**config.mk**
```make
export PLATFORM = sky130hd
export DESIGN_NAME = dual_cover_motor_controller
export DESIGN_NICKNAME = d
export VERILOG_FILES = /design/src/hdl/dcmc_pkg.sv /design/src/hdl/dual_cover_motor_controller.sv /design/src/hdl/dcmc_channel.sv
export SDC_FILE = /design/constraint.sdc
export NUM_CORES = 1
export LEC_CHECK = 0
export ABC_CLOCK_PERIOD_IN_PS = 3900
export BUFFER_PORTS_ARGS = -buffer_cell sky130_fd_sc_hd__buf_2
export CAP_MARGIN = 10
export CORE_ASPECT_RATIO = 0.5
export CORE_MARGIN = 8
export CORE_UTILIZATION = 40
export DETAILED_ROUTE_END_ITERATION = 10
export GPL_TIMING_DRIVEN = 0
export HOLD_SLACK_MARGIN = 0.05
export REMOVE_ABC_BUFFERS = 1
export SYNTH_ARGS = -nofsm -noshare
export SYNTH_HDL_FRONTEND = slang
export SYNTH_SLANG_ARGS = --single-unit
```
**constraint.sdc**
```tcl
create_clock -name clk -period 3.9 [get_ports clk]
set_input_delay 0.585 -clock clk [delete_from_list [all_inputs] [get_ports clk]]
set_output_delay 0.585 -clock clk [all_outputs]
set_load 0.05 [all_outputs]
```
**src/hdl/dcmc_pkg.sv**
```systemverilog
// ---------------------------------------------------------------------------
// Dual cover motor controller package
// Shared widths, codes and the control bundle passed to each motor channel.
// ---------------------------------------------------------------------------
package dcmc_pkg;

  // Field widths.
  localparam int KIND_W    = 2;
  localparam int KEYS_N    = 4;
  localparam int CMD_W     = 2;
  localparam int STATE_W   = 2;
  localparam int TICK_W    = 16;
  localparam int HOLD_W    = 8;
  localparam int LED_W     = 8;
  localparam int CFG_IDX_W = 2;
  localparam int CFG_W     = 16;

  // Item kinds.
  localparam logic [KIND_W-1:0] KIND_KEY  = 2'd0;
  localparam logic [KIND_W-1:0] KIND_TICK = 2'd1;
  localparam logic [KIND_W-1:0] KIND_CMD  = 2'd2;

  // Motor states, which double as remote command codes.
  localparam logic [STATE_W-1:0] ST_STOP = 2'd0;
  localparam logic [STATE_W-1:0] ST_UP   = 2'd1;
  localparam logic [STATE_W-1:0] ST_DOWN = 2'd2;

  // The one remote command code that is ignored.
  localparam logic [CMD_W-1:0] CMD_BAD = 2'd3;

  // Configuration register indexes.
  localparam logic [CFG_IDX_W-1:0] REG_RUN_LIMIT  = 2'd0;
  localparam logic [CFG_IDX_W-1:0] REG_PRESS      = 2'd1;
  localparam logic [CFG_IDX_W-1:0] REG_LED_BRIGHT = 2'd2;
  localparam logic [CFG_IDX_W-1:0] REG_LED_DIM    = 2'd3;

  // Reset values of the configuration registers.
  localparam logic [TICK_W-1:0] RUN_LIMIT_RST  = 16'd50;
  localparam logic [HOLD_W-1:0] PRESS_RST      = 8'd2;
  localparam logic [LED_W-1:0]  LED_BRIGHT_RST = 8'd128;
  localparam logic [LED_W-1:0]  LED_DIM_RST    = 8'd8;

  // Saturation value of a key hold counter.
  localparam logic [HOLD_W-1:0] HOLD_MAX = '1;

  // Per-channel control for the item being processed.
  typedef struct packed {
    logic                fire;
    logic                is_key;
    logic                is_tick;
    logic                is_cmd;
    logic                up_hit;
    logic                dn_hit;
    logic                cmd_hit;
    logic [STATE_W-1:0]  cmd_state;
  } dcmc_ctl_t;

endpackage

```
**src/hdl/dual_cover_motor_controller.sv**
```systemverilog
// ---------------------------------------------------------------------------
// Dual cover motor controller
// Key sampling, remote commands and output ticks for two cover motors.
// ---------------------------------------------------------------------------
// Pipeline: two register stages; an accepted item moves from the input register
// to the result register, and waits in the input register while results stall.
// Throughput: one item per cycle; the input register advances whenever the
// result register is empty or being drained.
// Reset: synchronous, active low; both motors stop, open flags set, hold
// counters cleared and configuration registers back to their defaults.
module dual_cover_motor_controller (
  input  logic                             clk,
  input  logic                             rst_n,
  // Input item channel.
  input  logic                             in_valid,
  output logic                             in_ready,
  input  logic [dcmc_pkg::KIND_W-1:0]      in_kind,
  input  logic [dcmc_pkg::KEYS_N-1:0]      in_key_levels,
  input  logic                             in_channel,
  input  logic [dcmc_pkg::CMD_W-1:0]       in_command,
  // Result item channel.
  output logic                             out_valid,
  input  logic                             out_ready,
  output logic [3:0]                       out_relay_bits,
  output logic [dcmc_pkg::LED_W-1:0]       out_led_up_ch0,
  output logic [dcmc_pkg::LED_W-1:0]       out_led_up_ch1,
  output logic [dcmc_pkg::LED_W-1:0]       out_led_down_ch0,
  output logic [dcmc_pkg::LED_W-1:0]       out_led_down_ch1,
  output logic [1:0]                       out_open_flags,
  output logic                             out_state_changed,
  // Configuration write port.
  input  logic                             cfg_we,
  input  logic [dcmc_pkg::CFG_IDX_W-1:0]   cfg_index,
  input  logic [dcmc_pkg::CFG_W-1:0]       cfg_wdata
);
  import dcmc_pkg::*;

  // Configuration registers.
  logic [TICK_W-1:0] run_limit_r;
  logic [HOLD_W-1:0] press_r;
  logic [LED_W-1:0]  led_bright_r;
  logic [LED_W-1:0]  led_dim_r;

  always_ff @(posedge clk) begin
    if (!rst_n) begin
      run_limit_r  <= RUN_LIMIT_RST;
      press_r      <= PRESS_RST;
      led_bright_r <= LED_BRIGHT_RST;
      led_dim_r    <= LED_DIM_RST;
    end else if (cfg_we) begin
      unique case (cfg_index)
        REG_RUN_LIMIT:  run_limit_r  <= cfg_wdata;
        REG_PRESS:      press_r      <= cfg_wdata[HOLD_W-1:0];
        REG_LED_BRIGHT: led_bright_r <= cfg_wdata[LED_W-1:0];
        REG_LED_DIM:    led_dim_r    <= cfg_wdata[LED_W-1:0];
        default: ;
      endcase
    end
  end

  // Input register and handshake.
  logic              s1_valid_r;
  logic [KIND_W-1:0] kind_r;
  logic [KEYS_N-1:0] levels_r;
  logic              chan_r;
  logic [CMD_W-1:0]  cmd_r;
  logic              advance;
  logic              fire;

  assign advance  = !out_valid || out_ready;
  assign in_ready = !s1_valid_r || advance;
  assign fire     = s1_valid_r && advance;

  always_ff @(posedge clk) begin
    if (!rst_n) begin
      s1_valid_r <= 1'b0;
    end else if (in_ready) begin
      s1_valid_r <= in_valid;
    end
  end

  always_ff @(posedge clk) begin
    if (in_ready && in_valid) begin
      kind_r   <= in_kind;
      levels_r <= in_key_levels;
      chan_r   <= in_channel;
      cmd_r    <= in_command;
    end
  end

  // Key hold counters and press detection.
  logic [HOLD_W-1:0] key_hold_r   [KEYS_N];
  logic [HOLD_W-1:0] key_hold_nxt [KEYS_N];
  logic [KEYS_N-1:0] hit;
  logic              is_key;
  logic              is_tick;
  logic              is_cmd;

  assign is_key  = (kind_r == KIND_KEY);
  assign is_tick = (kind_r == KIND_TICK);
  assign is_cmd  = (kind_r == KIND_CMD);

  always_comb begin
    for (int i = 0; i < KEYS_N; i++) begin
      key_hold_nxt[i] = key_hold_r[i];
      hit[i]          = 1'b0;
      if (fire && is_key) begin
        if (!levels_r[i]) begin
          if (key_hold_r[i] != HOLD_MAX) begin
            key_hold_nxt[i] = key_hold_r[i] + HOLD_W'(1);
            hit[i] = (press_r != '0) && (key_hold_nxt[i] == press_r);
          end
        end else begin
          key_hold_nxt[i] = '0;
        end
      end
    end
  end

  always_ff @(posedge clk) begin
    if (!rst_n) begin
      for (int i = 0; i < KEYS_N; i++) begin
        key_hold_r[i] <= '0;
      end
    end else begin
      for (int i = 0; i < KEYS_N; i++) begin
        key_hold_r[i] <= key_hold_nxt[i];
      end
    end
  end

  // Control bundles for the two channels.
  dcmc_ctl_t          ctl [2];
  logic [STATE_W-1:0] applied_nxt [2];
  logic [1:0]         open_nxt;
  logic [1:0]         changed;

  always_comb begin
    for (int c = 0; c < 2; c++) begin
      ctl[c].fire      = fire;
      ctl[c].is_key    = is_key;
      ctl[c].is_tick   = is_tick;
      ctl[c].is_cmd    = is_cmd;
      ctl[c].up_hit    = hit[c];
      ctl[c].dn_hit    = hit[c+2];
      ctl[c].cmd_hit   = (chan_r == 1'(c)) && (cmd_r != CMD_BAD);
      ctl[c].cmd_state = cmd_r;
    end
  end

  for (genvar c = 0; c < 2; c++) begin : g_chan
    dcmc_channel u_chan (
      .clk         (clk),
      .rst_n       (rst_n),
      .ctl         (ctl[c]),
      .run_limit   (run_limit_r),
      .applied_nxt (applied_nxt[c]),
      .open_nxt    (open_nxt[c]),
      .changed     (changed[c])
    );
  end

  // Result register.
  always_ff @(posedge clk) begin
    if (!rst_n) begin
      out_valid <= 1'b0;
    end else if (advance) begin
      out_valid <= s1_valid_r;
    end
  end

  always_ff @(posedge clk) begin
    if (fire) begin
      out_relay_bits <= {applied_nxt[1] == ST_DOWN, applied_nxt[1] == ST_UP,
                         applied_nxt[0] == ST_DOWN, applied_nxt[0] == ST_UP};
      out_led_up_ch0   <= (applied_nxt[0] == ST_UP)   ? led_bright_r : led_dim_r;
      out_led_up_ch1   <= (applied_nxt[1] == ST_UP)   ? led_bright_r : led_dim_r;
      out_led_down_ch0 <= (applied_nxt[0] == ST_DOWN) ? led_bright_r : led_dim_r;
      out_led_down_ch1 <= (applied_nxt[1] == ST_DOWN) ? led_bright_r : led_dim_r;
      out_open_flags    <= open_nxt;
      out_state_changed <= is_tick && (changed != 2'b00);
    end
  end

endmodule

```
**src/hdl/dcmc_channel.sv**
```systemverilog
// ---------------------------------------------------------------------------
// Dual cover motor controller: one motor channel
// Holds the requested and applied state, run tick counter and open flag.
// ---------------------------------------------------------------------------
module dcmc_channel (
  input  logic                          clk,
  input  logic                          rst_n,
  input  dcmc_pkg::dcmc_ctl_t           ctl,
  input  logic [dcmc_pkg::TICK_W-1:0]   run_limit,
  output logic [dcmc_pkg::STATE_W-1:0]  applied_nxt,
  output logic                          open_nxt,
  output logic                          changed
);
  import dcmc_pkg::*;

  logic [STATE_W-1:0] req_r, req_nxt;
  logic [STATE_W-1:0] app_r, app_nxt;
  logic [TICK_W-1:0]  run_r, run_nxt;
  logic               open_r, open_nxt_l;
  logic [TICK_W-1:0]  run_inc;

  assign run_inc = run_r + TICK_W'(1);

  // Next-state logic for one item.
  always_comb begin
    req_nxt    = req_r;
    app_nxt    = app_r;
    run_nxt    = run_r;
    open_nxt_l = open_r;
    changed    = 1'b0;
    if (ctl.fire) begin
      if (ctl.is_key) begin
        // Up wins over down; a press from stop starts its direction, else it stops.
        if (ctl.up_hit) begin
          req_nxt = (req_r == ST_STOP) ? ST_UP : ST_STOP;
        end else if (ctl.dn_hit) begin
          req_nxt = (req_r == ST_STOP) ? ST_DOWN : ST_STOP;
        end
      end else if (ctl.is_tick) begin
        // Apply the pending request.
        if (app_r != req_r) begin
          app_nxt = req_r;
          changed = 1'b1;
          if (req_r == ST_UP) begin
            open_nxt_l = 1'b1;
          end else if (req_r == ST_DOWN) begin
            open_nxt_l = 1'b0;
          end
        end
        // Count running ticks and force stop at the limit.
        if (req_r != ST_STOP) begin
          run_nxt = run_inc;
          if (run_inc == run_limit) begin
            req_nxt = ST_STOP;
          end
        end else begin
          run_nxt = '0;
        end
      end else if (ctl.is_cmd && ctl.cmd_hit) begin
        req_nxt = ctl.cmd_state;
      end
    end
  end

  assign applied_nxt = app_nxt;
  assign open_nxt    = open_nxt_l;

  // Channel state registers.
  always_ff @(posedge clk) begin
    if (!rst_n) begin
      req_r  <= ST_STOP;
      app_r  <= ST_STOP;
      run_r  <= '0;
      open_r <= 1'b1;
    end else begin
      req_r  <= req_nxt;
      app_r  <= app_nxt;
      run_r  <= run_nxt;
      open_r <= open_nxt_l;
    end
  end

endmodule

```
==> key figures <==
Logic synthesis
  – Most frequent cell after synthesis: nand2_1
  – Mapped Avg Cell Area: 8.56 µm²
  – Synth async-reset ratio: 0
  – Top cells by count, synth: nand2_1, dfxtp_1, a21oi_1
  – Synth top area share: 0.261
  – Synth Cell Area: 0.00891 mm²
  – Ys flop type: dfxtp_1
  – Yosys cell types: 65
  – Yosys warnings: 0
  – Post-synth EDFFs: 48
  – Synth top area cells: dfxtp_1, edfxtp_1, xnor2_1
  – FF+latch count, synth: 164
  – Seq/Total Area, Yosys: 0.422
  – Synth Instances: 1041
  – Area leader, netlist: dfxtp_1

GRT
  – Largest net degree at the start of global routing: 106
  – Vias in the first global route: 6934
  – Initial antenna violation count: 0
  – Total GRT Usage: 0.163
  – Total global routing overflow: 0
  – First-pass GRT wire length: 36.3 mm

Detailed routing
  – Detailed Route WL: 22.4 mm
  – Antenna Nets Post-Route: 0
  – Wire length per cell: 16.3 µm
  – Vias: 7528
  – Via density: 5.47
  – DR DRC count: 0
  – 1st-iter DRT viols: 541
  – First drt pass iteration count: 5

Die
  – Initial Utilization: 0.409
  – I/O Pins: 73
  – Core Rows: 38
  – Chip width: 227 µm
  – Core footprint: 0.0218 mm²
  – Die area: 0.0276 mm²
  – Die Y: 122 µm

Clock tree
  – # resized after CTS: 3
  – Root buf cell: clkbuf_16
  – H-tree levels: 4
  – Clock Path Buffers: 2
  – CTS Hold Bufs: 0
  – Post-CTS setup repair buffer count: 0
  – Clock latency on the worst-skew pair: 0.44 ns
  – TritonCTS clock tree: yes
  – Clock Sinks: 164
  – Clk slew on worst S/H paths: 0.07 ns
  – CTS buffer count: 17

Worst hold path
  – Worst min path class: in2reg
  – Hold_sp: in_channel

Placed design
  – Detailed Place HPWL: 15.4 mm
  – I/O Buffers: 72
  – DP Area: 0.00939 mm²
  – RePlAce Congestion: 0.830

Finish
  – Fill cells: 2141
  – Finished Cell Area: 0.0100 mm²
  – Ant. Diodes: 0
  – Fraction of layout cells with a size suffix above 1: 0.160
  – P&R area growth vs syn: 12.2%
  – Area of the multi-input gates: 0.00484 mm²
  – Register area: 0.00376 mm²
  – Nets: 1101

Timing
  – Fin. max-slew vios: 0
  – Worst slew pin tran: 1.11 ns
  – Fin crit share: 0.920
  – Period minus WS final: 3.59 ns
  – Final Setup Violations: 0
  – RSZ-0062 raised after global routing: false
  – Rel. slew slack: 0.256
  – Fmax: 279 MHz
  – Setup_tns: 0 ns
  – Final number of hold-violating endpoints: 0
  – Worst Clk Skew: 0.0100 ns

Power and ir drop
  – Overall power: 3.82 mW
  – Pwr per Cell Area: 382 mW/mm²
  – Peak VDD IR: 0.226 mV
  – Leak pwr: 3.51 nW

Worst setup path
  – CP cell instances: nor2b_1 > nand2b_1 > inv_2 > nand2_2 > a31oi_2 > mux2_2
  – Worst path max stage delay: 0.84 ns
  – CP delay by family, top: simple AND/OR/NAND/NOR gates
  – Buf+Inv Stages, Crit Path: 1
  – Worst Path Class, Setup: reg2reg
  – CP Data Arrival Time: 3.78 ns
  – Worst-path maximum fanout: 43
  – Worst R2R Start: out_valid
  – CP required: 4.10 ns
  – Critical Path Slowest Stage Cell: a31oi_2
  – Critical Path Source: out_valid
  – CP endpoint kind: flop
  – Critical Path Source Type: flop

Flow run
  – MaxCap Viol Count: 0

Run status
  – Status: finished clean
==> power breakdown <==
group / switching, mW / total [mW] / internal (mW)
Sequential: 0.0497 / 1.85 / 1.80
Combinational: 0.204 / 0.299 / 0.0946
Clock: 0.816 / 1.67 / 0.858
==> area by class of cell <==
cell class / count / area share
Multi-Input combinational cell: 791 / 0.484
Sequential cell: 164 / 0.376
Clock buffer: 17 / 0.0426
Timing Repair Buffer: 73 / 0.0375
Tap cell: 300 / 0.0375
Clock inverter: 15 / 0.0156
Inverter: 16 / 0.00651
==> state kept, by name (all words and copies together), names as in the netlist, 4 cells and up <==
register,flops
g_chan.u_chan.req_r,4
press_r,8
out_led_down_ch0,8
out_led_down_ch1,8
g_chan.u_chan.app_r,4
out_led_up_ch1,8
out_led_up_ch0,8
out_relay_bits,4
key_hold_r,32
g_chan.u_chan.run_r,32
run_limit_r,16
led_dim_r,8
led_bright_r,8
levels_r,4
==> kinds of logic after synthesis <==
group | Yosys count | synth area share
muxes | 49 | 0.0598
AOI/OAI and AO/OA | 233 | 0.150
and+or+nand+nor | 411 | 0.230
DFF | 164 | 0.422
buffers and inverters | 86 | 0.0383
adders and majority gates | 6 | 0.00842
xor gates and xnor gates | 92 | 0.0904
==> path summary, 6_finish.rpt <==
path / depth (start not counted) / slack, ns / to
setup reg to reg: 6 / 0.31 / out_led_up_ch1[0]
setup / recovery: 6 / 0.31 / out_led_up_ch1[0]
hold reg to reg: 2 / 0.49 / g_chan[0].u_chan.run_r[1]
hold / removal: 1 / 0.32 / chan_r
==> through the flow <==
stage          hold slack, ns  setup slack (ns)  instances  utilization
4_1_cts                 0.298             0.325       1376        0.459
2_1_floorplan           0.458             0.195        971            -
3_3_place_gp            0.471             -1.27       1343        0.430
3_5_place_dp            0.485            -0.580       1344        0.431
6_report                0.318             0.311       1376        0.459
5_1_grt                 0.297             0.141       1376        0.459
==> per-layer routing <==
metal	track usage	vias up	part of all wire
met5	0	-	0
met4	0.0491	0	0.015
met3	0.0355	25	0.051
met2	0.264	188	0.46
met1	0.217	3558	0.47
li1	-	3757	-
==> cell usage in the layout (no fill, tap or decap), types with 10 or more instances in the layout <==
cell         n
dfxtp_1    116
nand2_1    127
nand4_1     17
xor2_1      22
inv_1       14
mux2i_1     15
mux2_2      34
nor4_1      11
o21ai_0     60
nor2_1      92
and3_1      14
or3_1       19
nor3_1      20
xnor2_1     70
nand3_1     41
nor3b_1     10
buf_2       72
a21oi_1    112
clkbuf_16   17
edfxtp_1    48
a31oi_1     17
Power figures use the tool's default switching activity.
